`src/sv/xrs_pkg.sv`:
```
// Package for the xoroshiro128++ random source: codes, command/status types, generator math.
`default_nettype none
package xrs_pkg;

	localparam int unsigned WordW  = 64;
	localparam int unsigned HalfW  = 32;
	localparam int unsigned BoundW = 31;
	localparam int unsigned BitsW  = 7;
	localparam int unsigned CountW = 16;
	localparam int unsigned KindW  = 3;
	localparam int unsigned DivCntW = 5;

	localparam logic [WordW-1:0] DefaultLow  = 64'h9E37_79B9_7F4A_7C15;
	localparam logic [WordW-1:0] DefaultHigh = 64'h6A09_E667_F3BC_C909;

	// Request codes
	typedef enum logic [KindW-1:0] {
		K_RESEED  = 3'd0,
		K_RAW     = 3'd1,
		K_BOUNDED = 3'd2,
		K_TOPBITS = 3'd3,
		K_BOOL    = 3'd4,
		K_SKIP    = 3'd5
	} kind_t;

	// Configuration register indexes
	typedef enum logic {
		REG_SEED_LOW  = 1'b0,
		REG_SEED_HIGH = 1'b1
	} cfg_reg_t;

	// Generator state update
	typedef enum logic [1:0] {
		GEN_HOLD = 2'd0,
		GEN_STEP = 2'd1,
		GEN_SEED = 2'd2
	} gen_op_t;

	// Result source
	typedef enum logic [2:0] {
		RES_ZERO  = 3'd0,
		RES_RAW   = 3'd1,
		RES_TOP   = 3'd2,
		RES_BOOL  = 3'd3,
		RES_MHIGH = 3'd4
	} res_sel_t;

	typedef struct packed {
		logic     latch_in;
		gen_op_t  gen_op;
		res_sel_t res_sel;
		logic     res_load;
		logic     m_load;
		logic     div_start;
		logic     div_step;
		logic     cnt_dec;
		logic     out_load;
	} xrs_cmd_t;

	typedef struct packed {
		logic [KindW-1:0] kind;
		logic             count_zero;
		logic             m_lt_bound;
		logic             m_lt_limit;
		logic             div_last;
	} xrs_sts_t;

	function automatic logic [WordW-1:0] rotl64(input logic [WordW-1:0] x, input int unsigned k);
		rotl64 = (x << k) | (x >> (WordW - k));
	endfunction

	// Output of one generator step from the current state
	function automatic logic [WordW-1:0] gen_out(input logic [WordW-1:0] lo,
			input logic [WordW-1:0] hi);
		gen_out = rotl64(lo + hi, 17) + lo;
	endfunction

	function automatic logic [WordW-1:0] next_low(input logic [WordW-1:0] lo,
			input logic [WordW-1:0] hi);
		logic [WordW-1:0] t;
		t = hi ^ lo;
		next_low = rotl64(lo, 49) ^ t ^ (t << 21);
	endfunction

	function automatic logic [WordW-1:0] next_high(input logic [WordW-1:0] lo,
			input logic [WordW-1:0] hi);
		next_high = rotl64(hi ^ lo, 28);
	endfunction

	// Top bit_count bits of a value; zero count gives zero, 64 and up gives the whole word
	function automatic logic [WordW-1:0] top_bits(input logic [WordW-1:0] v,
			input logic [BitsW-1:0] n);
		logic [BitsW-1:0] sh;
		sh = BitsW'(WordW) - n;
		if (n == '0) begin
			top_bits = '0;
		end else if (n >= BitsW'(WordW)) begin
			top_bits = v;
		end else begin
			top_bits = v >> sh;
		end
	endfunction

endpackage
`default_nettype wire

```
`src/sv/xrs_dpath.sv`:
```
// Datapath: seed and generator registers, request fields, multiplier, serial remainder unit.
`default_nettype none
module xrs_dpath
	import xrs_pkg::*;
(
	input  wire logic              clk,
	input  wire logic              arst_n,
	input  wire logic              cfg_we,
	input  wire logic              cfg_index,
	input  wire logic [WordW-1:0]  cfg_data,
	input  wire logic [KindW-1:0]  kind,
	input  wire logic [BoundW-1:0] bound,
	input  wire logic [BitsW-1:0]  bit_count,
	input  wire logic [CountW-1:0] skip_count,
	input  wire xrs_cmd_t          cmd,
	output xrs_sts_t               sts,
	output logic [WordW-1:0]       value
);

	logic [WordW-1:0]   seed_low_q, seed_high_q;
	logic [WordW-1:0]   gen_low_q, gen_high_q;
	logic [KindW-1:0]   kind_q;
	logic [BoundW-1:0]  bound_q;
	logic [BitsW-1:0]   bits_q;
	logic [CountW-1:0]  count_q;
	logic [WordW-1:0]   m_q;
	logic [HalfW-1:0]   dvd_q;
	logic [BoundW-1:0]  rem_q;
	logic [DivCntW-1:0] div_cnt_q;
	logic [WordW-1:0]   res_q;
	logic [WordW-1:0]   value_q;

	logic [WordW-1:0]   step_out;
	logic [WordW-1:0]   res_d;
	logic [HalfW-1:0]   rem_sh;
	logic               seed_zero;

	assign step_out  = gen_out(gen_low_q, gen_high_q);
	assign seed_zero = (seed_low_q | seed_high_q) == '0;

	// Configuration registers
	always_ff @(posedge clk or negedge arst_n) begin
		if (!arst_n) begin
			seed_low_q  <= '0;
			seed_high_q <= '0;
		end else if (cfg_we) begin
			if (cfg_index == REG_SEED_LOW) begin
				seed_low_q <= cfg_data;
			end else begin
				seed_high_q <= cfg_data;
			end
		end
	end

	// Generator state
	always_ff @(posedge clk or negedge arst_n) begin
		if (!arst_n) begin
			gen_low_q  <= DefaultLow;
			gen_high_q <= DefaultHigh;
		end else begin
			unique case (cmd.gen_op)
				GEN_STEP: begin
					gen_low_q  <= next_low(gen_low_q, gen_high_q);
					gen_high_q <= next_high(gen_low_q, gen_high_q);
				end
				GEN_SEED: begin
					gen_low_q  <= seed_zero ? DefaultLow : seed_low_q;
					gen_high_q <= seed_zero ? DefaultHigh : seed_high_q;
				end
				default: begin
				end
			endcase
		end
	end

	// Request fields and skip counter
	always_ff @(posedge clk) begin
		if (cmd.latch_in) begin
			kind_q  <= kind;
			bound_q <= bound;
			bits_q  <= bit_count;
			count_q <= skip_count;
		end else if (cmd.cnt_dec) begin
			count_q <= count_q - 1'b1;
		end
	end

	// Multiply-high candidate: low half of a step times the bound
	always_ff @(posedge clk) begin
		if (cmd.m_load) begin
			m_q <= WordW'(step_out[HalfW-1:0]) * WordW'(bound_q);
		end
	end

	// Restoring remainder of (2^32 - bound) by bound, one bit a cycle
	assign rem_sh = {rem_q, dvd_q[HalfW-1]};

	always_ff @(posedge clk) begin
		if (cmd.div_start) begin
			dvd_q     <= HalfW'(0) - HalfW'(bound_q);
			rem_q     <= '0;
			div_cnt_q <= '0;
		end else if (cmd.div_step) begin
			dvd_q     <= dvd_q << 1;
			div_cnt_q <= div_cnt_q + 1'b1;
			if (rem_sh >= HalfW'(bound_q)) begin
				rem_q <= BoundW'(rem_sh - HalfW'(bound_q));
			end else begin
				rem_q <= rem_sh[BoundW-1:0];
			end
		end
	end

	// Result select
	always_comb begin
		case (cmd.res_sel)
			RES_RAW:   res_d = step_out;
			RES_TOP:   res_d = top_bits(step_out, bits_q);
			RES_BOOL:  res_d = WordW'(step_out[0]);
			RES_MHIGH: res_d = WordW'(m_q[WordW-1:HalfW]);
			default:   res_d = '0;
		endcase
	end

	always_ff @(posedge clk) begin
		if (cmd.res_load) begin
			res_q <= res_d;
		end
		if (cmd.out_load) begin
			value_q <= res_q;
		end
	end

	assign value = value_q;

	// Status toward the controller
	assign sts.kind       = kind_q;
	assign sts.count_zero = count_q == '0;
	assign sts.m_lt_bound = m_q[HalfW-1:0] < HalfW'(bound_q);
	assign sts.m_lt_limit = m_q[HalfW-1:0] < HalfW'(rem_q);
	assign sts.div_last   = div_cnt_q == {DivCntW{1'b1}};

endmodule
`default_nettype wire

```
`src/sv/xrs_ctrl.sv`:
```
// Controller: request sequencing state machine and output handshake.
`default_nettype none
module xrs_ctrl
	import xrs_pkg::*;
(
	input  wire logic     clk,
	input  wire logic     arst_n,
	input  wire logic     in_valid,
	output logic          in_stall,
	output logic          out_valid,
	input  wire logic     out_stall,
	input  wire xrs_sts_t sts,
	output xrs_cmd_t      cmd
);

	typedef enum logic [5:0] {
		ST_IDLE  = 6'b000001,
		ST_EXEC  = 6'b000010,
		ST_CHECK = 6'b000100,
		ST_DIV   = 6'b001000,
		ST_CMP   = 6'b010000,
		ST_DONE  = 6'b100000
	} state_t;

	state_t state_q, state_d;
	logic   out_valid_q;
	logic   slot_free;

	assign slot_free = !out_valid_q || !out_stall;

	// Next state and datapath commands
	always_comb begin
		state_d     = state_q;
		cmd         = '0;
		cmd.gen_op  = GEN_HOLD;
		cmd.res_sel = RES_ZERO;
		in_stall    = 1'b1;
		unique case (state_q)
			ST_IDLE: begin
				in_stall = 1'b0;
				if (in_valid) begin
					cmd.latch_in = 1'b1;
					state_d      = ST_EXEC;
				end
			end
			ST_EXEC: begin
				case (sts.kind)
					K_RESEED: begin
						cmd.gen_op   = GEN_SEED;
						cmd.res_load = 1'b1;
						state_d      = ST_DONE;
					end
					K_RAW: begin
						cmd.gen_op   = GEN_STEP;
						cmd.res_sel  = RES_RAW;
						cmd.res_load = 1'b1;
						state_d      = ST_DONE;
					end
					K_TOPBITS: begin
						cmd.gen_op   = GEN_STEP;
						cmd.res_sel  = RES_TOP;
						cmd.res_load = 1'b1;
						state_d      = ST_DONE;
					end
					K_BOOL: begin
						cmd.gen_op   = GEN_STEP;
						cmd.res_sel  = RES_BOOL;
						cmd.res_load = 1'b1;
						state_d      = ST_DONE;
					end
					K_BOUNDED: begin
						cmd.gen_op = GEN_STEP;
						cmd.m_load = 1'b1;
						state_d    = ST_CHECK;
					end
					K_SKIP: begin
						if (sts.count_zero) begin
							cmd.res_load = 1'b1;
							state_d      = ST_DONE;
						end else begin
							cmd.gen_op  = GEN_STEP;
							cmd.cnt_dec = 1'b1;
						end
					end
					default: begin
						cmd.res_load = 1'b1;
						state_d      = ST_DONE;
					end
				endcase
			end
			ST_CHECK: begin
				// Only a low product below the bound needs the rejection limit
				if (sts.m_lt_bound) begin
					cmd.div_start = 1'b1;
					state_d       = ST_DIV;
				end else begin
					cmd.res_sel  = RES_MHIGH;
					cmd.res_load = 1'b1;
					state_d      = ST_DONE;
				end
			end
			ST_DIV: begin
				cmd.div_step = 1'b1;
				if (sts.div_last) begin
					state_d = ST_CMP;
				end
			end
			ST_CMP: begin
				// Redraw while the low product falls below the limit
				if (sts.m_lt_limit) begin
					cmd.gen_op = GEN_STEP;
					cmd.m_load = 1'b1;
				end else begin
					cmd.res_sel  = RES_MHIGH;
					cmd.res_load = 1'b1;
					state_d      = ST_DONE;
				end
			end
			ST_DONE: begin
				// Hand the result over and take the next request in the same cycle
				if (slot_free) begin
					cmd.out_load = 1'b1;
					in_stall     = 1'b0;
					if (in_valid) begin
						cmd.latch_in = 1'b1;
						state_d      = ST_EXEC;
					end else begin
						state_d = ST_IDLE;
					end
				end
			end
			default: begin
				state_d = ST_IDLE;
			end
		endcase
	end

	always_ff @(posedge clk or negedge arst_n) begin
		if (!arst_n) begin
			state_q <= ST_IDLE;
		end else begin
			state_q <= state_d;
		end
	end

	// Output register valid
	always_ff @(posedge clk or negedge arst_n) begin
		if (!arst_n) begin
			out_valid_q <= 1'b0;
		end else if (cmd.out_load) begin
			out_valid_q <= 1'b1;
		end else if (!out_stall) begin
			out_valid_q <= 1'b0;
		end
	end

	assign out_valid = out_valid_q;

`ifndef ASSERT_OFF
	// Busy states never take a request
	a_busy_stall: assert property (@(posedge clk) disable iff (!arst_n)
		(state_q == ST_EXEC || state_q == ST_CHECK || state_q == ST_DIV || state_q == ST_CMP)
		|-> in_stall)
		else $error("request taken while busy");

	// A new result only appears from the done state
	a_out_src: assert property (@(posedge clk) disable iff (!arst_n)
		$rose(out_valid_q) |-> $past(state_q == ST_DONE))
		else $error("result shown without completion");

	// The remainder unit runs its full length
	a_div_run: assert property (@(posedge clk) disable iff (!arst_n)
		(state_q == ST_DIV && !sts.div_last) |=> state_q == ST_DIV)
		else $error("remainder sequence cut short");

	// A completed result is never overwritten while stalled
	a_no_overrun: assert property (@(posedge clk) disable iff (!arst_n)
		(out_valid_q && out_stall) |-> !cmd.out_load)
		else $error("pending result overwritten");
`endif

endmodule
`default_nettype wire

```
`src/sv/xoroshiro128pp_random_source.sv`:
```
// Top level of the xoroshiro128++ random source: controller plus datapath.
//
//  channel  direction  handshake              payload
//  in       sink       in_valid / in_stall    kind, bound, bit_count, skip_count
//  out      source     out_valid / out_stall  value
//  cfg      sink       cfg_we                 cfg_index, cfg_data
//
// Raw, top-bits, boolean and reseed requests run back to back while the output is free:
// one generator step or reseed, then a move of the result into the output register.
// Bounded requests check the candidate product and, when it falls below the bound, run the
// serial remainder unit, then redraw while below the limit. Skip steps the generator count times.
// Reset restores the default nonzero generator state and zero seeds.
// A stalled output holds its value; one more request is taken and run, then its
// result and any later request wait until the output frees.
`default_nettype none
module xoroshiro128pp_random_source
	import xrs_pkg::*;
(
	input  wire logic              clk,
	input  wire logic              arst_n,
	input  wire logic              cfg_we,
	input  wire logic              cfg_index,
	input  wire logic [WordW-1:0]  cfg_data,
	input  wire logic              in_valid,
	output logic                   in_stall,
	input  wire logic [KindW-1:0]  kind,
	input  wire logic [BoundW-1:0] bound,
	input  wire logic [BitsW-1:0]  bit_count,
	input  wire logic [CountW-1:0] skip_count,
	output logic                   out_valid,
	input  wire logic              out_stall,
	output logic [WordW-1:0]       value
);

	xrs_cmd_t cmd;
	xrs_sts_t sts;

	xrs_ctrl u_ctrl (
		.clk       (clk),
		.arst_n    (arst_n),
		.in_valid  (in_valid),
		.in_stall  (in_stall),
		.out_valid (out_valid),
		.out_stall (out_stall),
		.sts       (sts),
		.cmd       (cmd)
	);

	xrs_dpath u_dpath (
		.clk        (clk),
		.arst_n     (arst_n),
		.cfg_we     (cfg_we),
		.cfg_index  (cfg_index),
		.cfg_data   (cfg_data),
		.kind       (kind),
		.bound      (bound),
		.bit_count  (bit_count),
		.skip_count (skip_count),
		.cmd        (cmd),
		.sts        (sts),
		.value      (value)
	);

endmodule
`default_nettype wire

```
`config.mk`:
```
export PLATFORM = sky130hd
export DESIGN_NAME = xoroshiro128pp_random_source
export DESIGN_NICKNAME = d
export VERILOG_FILES = /design/src/sv/xrs_pkg.sv /design/src/sv/xrs_dpath.sv /design/src/sv/xrs_ctrl.sv /design/src/sv/xoroshiro128pp_random_source.sv
export SDC_FILE = /design/constraint.sdc
export NUM_CORES = 2
export LEC_CHECK = 0
export BUFFER_PORTS_ARGS = -buffer_cell sky130_fd_sc_hd__buf_2
export CAP_MARGIN = 30
export CORE_ASPECT_RATIO = 1.2
export CORE_UTILIZATION = 60
export CTS_CLUSTER_SIZE = 24
export DETAILED_ROUTE_END_ITERATION = 6
export PLACE_DENSITY = 0.77
export RECOVER_POWER = 100
export SLEW_MARGIN = 5
export SYNTH_ARGS = -nofsm -noshare
export SYNTH_HDL_FRONTEND = slang
export SYNTH_SLANG_ARGS = --single-unit
```
`constraint.sdc`:
```
create_clock -name clk -period 14.7 [get_ports clk]
set_input_delay 1.47 -clock clk [delete_from_list [all_inputs] [get_ports clk]]
set_output_delay 1.47 -clock clk [all_outputs]
set_load 0.1 [all_outputs]
```
== Yosys cells after proc, flatten, opt, wreduce, memory -nomap -nowiden ==
Index checks and enable logic that the tools add are counted.
Word-level totals
  bits in registers: 579
  word-level logic and storage cells: 124
  bits of input ports: 127
  output and inout port bits: 66
Operators by class
  reductions and logical operators: 14
  bitwise gates (word level): 8
  add/sub/neg operators: 7
  shifts and indexed selects: 1
  equality and inequality tests: 24
  order comparisons: 4
  muxes and demuxes: 49
  multipliers: 1
Operator list (count)
  64-bit 2-to-1 mux: 4
  64-bit one-hot mux with 2 select lines: 2
  64-bit one-hot mux with 4 select lines: 1
  64-bit bitwise XOR: 3
  64-bit adder: 2
  64-bit zero test: 1
  32-bit by 31-bit less-than comparator with 1-bit output: 2
  32-bit 2-to-1 mux: 2
  64-bit by 17-bit OR with 64-bit output: 1
  64-bit by 28-bit OR with 64-bit output: 1
  64-bit by 49-bit OR with 64-bit output: 1
  64-bit OR: 1
  64-bit by 7-bit >> shifter with 64-bit output: 1
  32-bit by 31-bit multiplier with 63-bit output: 1
  6-bit 2-to-1 mux: 6
  6-bit one-hot mux with 6 select lines: 1
  32-bit by 31-bit >= comparator with 1-bit output: 1
  16-bit 2-to-1 mux: 2
  1-bit by 31-bit subtractor with 32-bit output, first input constant: 1
  31-bit 2-to-1 mux: 1
  31-bit subtractor: 1
  1-bit 2-to-1 mux: 18
  16-bit zero test: 1
  16-bit by 1-bit subtractor with 16-bit output, second input constant: 1
  other kinds (34): 52

== Depth between registers and ports, before layout ==
  depth after elaboration: 7
  depth in mapped cells: 54
  gate-level depth less buffers: 51

== By module ==
A second synthesis with hierarchy kept.
Unflattened totals
  cell total of the unflattened synthesis: 7805
  area total of the unflattened synthesis: 72283.1 um2
Modules (own cells, without submodules)
  xrs_dpath: area each 71712.5 um2, times used 1, cells an instance 7742
  xrs_ctrl: area each 570.5 um2, times used 1, cells an instance 63

== Least setup slack after synthesis ==
OpenSTA, ideal clock, no wires.
  kind: flip-flop to flip-flop
  from: reg u_dpath.gen_low_q[0]
  to: reg u_dpath.m_q[61], data pin
  required time: 14.442 ns
  path buffers: 3
  stages on the path, launching flop included: 52
  library setup time: 0.258 ns
  arrival time: 12.121 ns
  period minus slack after synthesis: 12.379 ns
  path slack: 2.321 ns
  cell sequence: dfstp_2 -> ha_1 -> inv_1 -> fa_1 -> nand2b_1 -> a21o_1 -> a211oi_1 -> o2111ai_1 -> and3_1 -> o21ai_1 -> a311oi_1 -> o21a_1 -> o21ai_0 -> a21o_1 -> a21oi_1 -> xnor2_1 -> ha_1 -> buf_6 -> [... 16 more ...] -> fa_1 -> fa_1 -> inv_1 -> fa_1 -> inv_1 -> ha_1 -> ha_1 -> a21o_1 -> a211oi_1 -> o211a_1 -> nand2b_1 -> o41a_1 -> a21oi_1 -> nor4_1 -> o22ai_1 -> o21ai_0 -> a21oi_1 -> xnor2_1
On the way
  word-level cells in the longest chain between the ends: 4
Ends and longest elaborated chain
  start, declared: RTL line xrs_dpath.sv:21  | logic [WordW-1:0] gen_low_q, gen_high_q;
  start signal, assigned: RTL line xrs_dpath.sv:58  | gen_low_q <= DefaultLow;
  start signal, assigned: RTL line xrs_dpath.sv:63  | gen_low_q <= next_low(gen_low_q, gen_high_q);
  start signal, assigned: RTL line xrs_dpath.sv:67  | gen_low_q <= seed_zero ? DefaultLow : seed_low_q;
  64-bit adder: RTL line xrs_pkg.sv:75  | gen_out = rotl64(lo + hi, 17) + lo;
  64-bit by 17-bit OR with 64-bit output: RTL line xrs_pkg.sv:69  | rotl64 = (x << k) | (x >> (WordW - k));
  64-bit adder (*): RTL line xrs_pkg.sv:75
  32-bit by 31-bit multiplier with 63-bit output (*): RTL line xrs_dpath.sv:91  | m_q <= WordW'(step_out[HalfW-1:0]) * WordW'(bound_q);
  end signal, assigned: RTL line xrs_dpath.sv:91
  end, declared: RTL line xrs_dpath.sv:26  | logic [WordW-1:0] m_q;
Mark *: on every way between the ends. The rest lies on a longest branch, timed or not.
A chain may end at the register's enable or synchronous reset.

== Worst setup path in the final report ==
  from: reg u_dpath.gen_low_q[33]
  to: reg u_dpath.m_q[61], data pin
On the way
  word-level cells in the longest chain between the ends: 4
Ends and longest elaborated chain (RTL line)
  64-bit adder: xrs_pkg.sv:75
  64-bit by 17-bit OR with 64-bit output: xrs_pkg.sv:69
  64-bit adder: xrs_pkg.sv:75
  32-bit by 31-bit multiplier with 63-bit output: xrs_dpath.sv:91
No other way between the ends.

==> metrics.yaml <==
ys_seq_area_share_pct: 21.84
drive_gt1_share_pct: 13.60
grt_util_all_layers_pct: 51.63
area_growth_syn_to_layout_pct: 11.07
synth_top_area_share_pct: 24.05
dpl_cell_area_um2: 78410
setup.worst_path.start_class: "flop"
skew_ps: 36.26
report.final.slew_viol_count: 1303
cpMostUsedCell: "fa_1"
clkTransAtPathRegs_ps: 70
fin_cells: 9944
cts_buffers: 60
wl_per_cell_um: 31.67
worst-path-buf-inv: 4
wirelength_um: 315000
drtIter0Drc: 8329
slew_headroom_pct: -326.0
fmax_mhz: 70.39
route.detailed.drc: 2
syn_inst: 7954
ctsHoldBuffers: 0
synth_area_leaders: "fa_1 (24%), edfxtp_1 (12%), ha_1 (8.3%)"
hold_viol_final: 0
htree_levels: 2
grt_max_degree: 118
syn_nets: 9429
hpwlAfterDp_um: 242700
core_area_um2: 119700
portBuffers: 192
cts_resized: 0
cpMaxStageDelayCell: "xnor2_2"
viasPerCell: 6.781
grt_pass1_wl_um: 452000
grt_util_met3_pct: 19.37
period_share_pct: 96.65
cts_num_sinks: 579
cts_tree: "built"
synth_top_flop_cell: "edfxtp_1"
outcome: "complete, but fails checks"
antenna_found_initial: 36
max_stage_delay_ps: 630
cp-end-kind: "flop"
critPathRequiredTime_ps: 15190
ys_seq_elements: 579
arrival_ps: 14700
timing.setup.tns_ps: 0
drv_cap: 24
yosys-top-cells-count: "nand2_1 (983), inv_1 (959), fa_1 (869), nor2_1 (641), ha_1 (479)"
grt_pass1_vias: 67680
antenna_left: 0
gp_congestion: 1.134
busiest_layer: "met2"
critPathKind: "reg2reg"
hold_path_class: "reg2reg"
synthArstFlopShare_pct: 45.42
grtUsageMet2_pct: 78.12
via_count: 67430
clock_path_buffers: 3
insertion_delay_ps: 740
dieArea_um2: 121900
design_area_um2: 80340
synth.avg_cell_area_um2: 9.094
place_inst: 9786
yosysUniqueCellTypes: 121
grt_use_met1_pct: 53.25
synth_most_common_cell: "nand2_1"
fin_util_pct: 67.14
die_w_um: 319.0
synth_edf_count: 280
cts.root.buffer_cell: "clkbuf_16"
violations: "design-rule violations, max-capacitance violations, max-slew violations"
fin_nets: 9785
worst_pin_slew_ps: 6390
die_h_um: 382.3
row_count: 139
post_cts_buffers: 0
cp_top_family: "adder cells"
yosysTopAreaCell: "fa_1"
io-pin-count: 193
ys_warn_count: 0
grt_setup_unrepaired: "no"
path_max_fanout: 9
grt-ovfl-total: 0
start_util_pct: 60.45
fin_crit_ps: 14210
synth_area_um2: 72330
dr.pass1.iters: 7
setup_violations: 0
## metal layers
layer | up-vias | part of all wire, %
li1 | 27660 | -
met2 | 4977 | 44
met1 | 32860 | 31
met5 | - | 0.16
met3 | 1907 | 12
met4 | 32 | 13
## metrics by stage
stage / worst slack, ps / hold WS [ps]
2_1_floorplan: 2321 / 400.3
3_3_place_gp: 1018 / 403.0
3_5_place_dp: 906.7 / 404.5
4_1_cts: 892.2 / 409.2
5_1_grt: 90.85 / 428.7
6_report: 492.6 / 415.0
## worst paths after layout
path | from | endpoint | slack [ps] | depth (start not counted)
worst min register to register | u_dpath.res_q[24]$_DFFE_PP_ | u_dpath.value[24]$_DFFE_PP_ | 420 | 0
max in group asynchronous | arst_n | u_dpath.gen_low_q[5]$_DFFE_PN0P_ | 5050 | 3
worst max register to register | u_dpath.gen_low_q[33]$_DFFE_PN0P_ | u_dpath.m_q[61]$_DFFE_PP_ | 490 | 46
worst min-delay path | u_dpath.res_q[24]$_DFFE_PP_ | u_dpath.value[24]$_DFFE_PP_ | 420 | 0
worst max-delay path | u_dpath.gen_low_q[33]$_DFFE_PN0P_ | u_dpath.m_q[61]$_DFFE_PP_ | 490 | 46
min in group asynchronous | arst_n | u_dpath.gen_low_q[61]$_DFFE_PN0P_ | 3120 | 1
## kinds of logic (layout without fill, tap and decap cells)
group,Yosys count,in the layout,synth area share (%)
compound gates,1525,1525,14.05
xor+xnor,358,358,4.376
fa+ha+maj,1348,1348,32.34
buf+inv,1452,1859,7.639
flops,579,579,21.84
mux,276,276,4.617
other cells,0,32,0
simple gates,2416,2416,15.14
## sequential cells by signal, summed over array words and instances, names as in the netlist
signal and cells:
u_dpath.gen_high_q 64, u_dpath.gen_low_q 64, u_dpath.res_q 64, u_dpath.seed_high_q 64, u_dpath.seed_low_q 64, u_dpath.value 64
u_dpath.m_q 63, u_dpath.dvd_q 32, u_dpath.bound_q 31, u_dpath.rem_q 31, u_dpath.count_q 16, u_dpath.bits_q 7
u_ctrl.state_q 6, u_dpath.div_cnt_q 5, u_dpath.kind_q 3, u_ctrl.out_valid 1
## cell type report
cell class | instances | area [µm²]
multi-input cells | 5923 | 51380
repair buffers | 775 | 5393
clock buffers | 74 | 1575
diodes | 32 | 80.08
clock inverters | 39 | 523.0
inverters | 971 | 3645
fillers | 9772 | 39320
flip-flops and latches | 579 | 15800
well taps | 1551 | 1941
## cell usage in the layout, fill, tap and decap left out, drive strengths merged, types with 108 or more instances in the layout
cell    count
nand2     983
inv       966
fa        869
buf       649
nor2      643
ha        479
o21ai     364
a21oi     328
edfxtp    280
xnor2     252
clkbuf    200
dfrtp     191
mux2      168
and2      147
o22ai     130
a21o      129
nor3      125
nand3     113
nor4      108
## worst register-to-register path: cells and delay by family, from the launching register on
family | cells | cell delay, ps
buffers and inverters | 4 | 600
AOI/OAI and AO/OA | 19 | 4470
and+or+nand+nor | 9 | 2060
adders and majority gates | 11 | 5410
DFF | 1 | 510
xor gates and xnor gates | 3 | 910
Power is left out: the tool's default activity adds up to more than one toggle a clock period on the data nets, which glitch-free logic cannot reach.
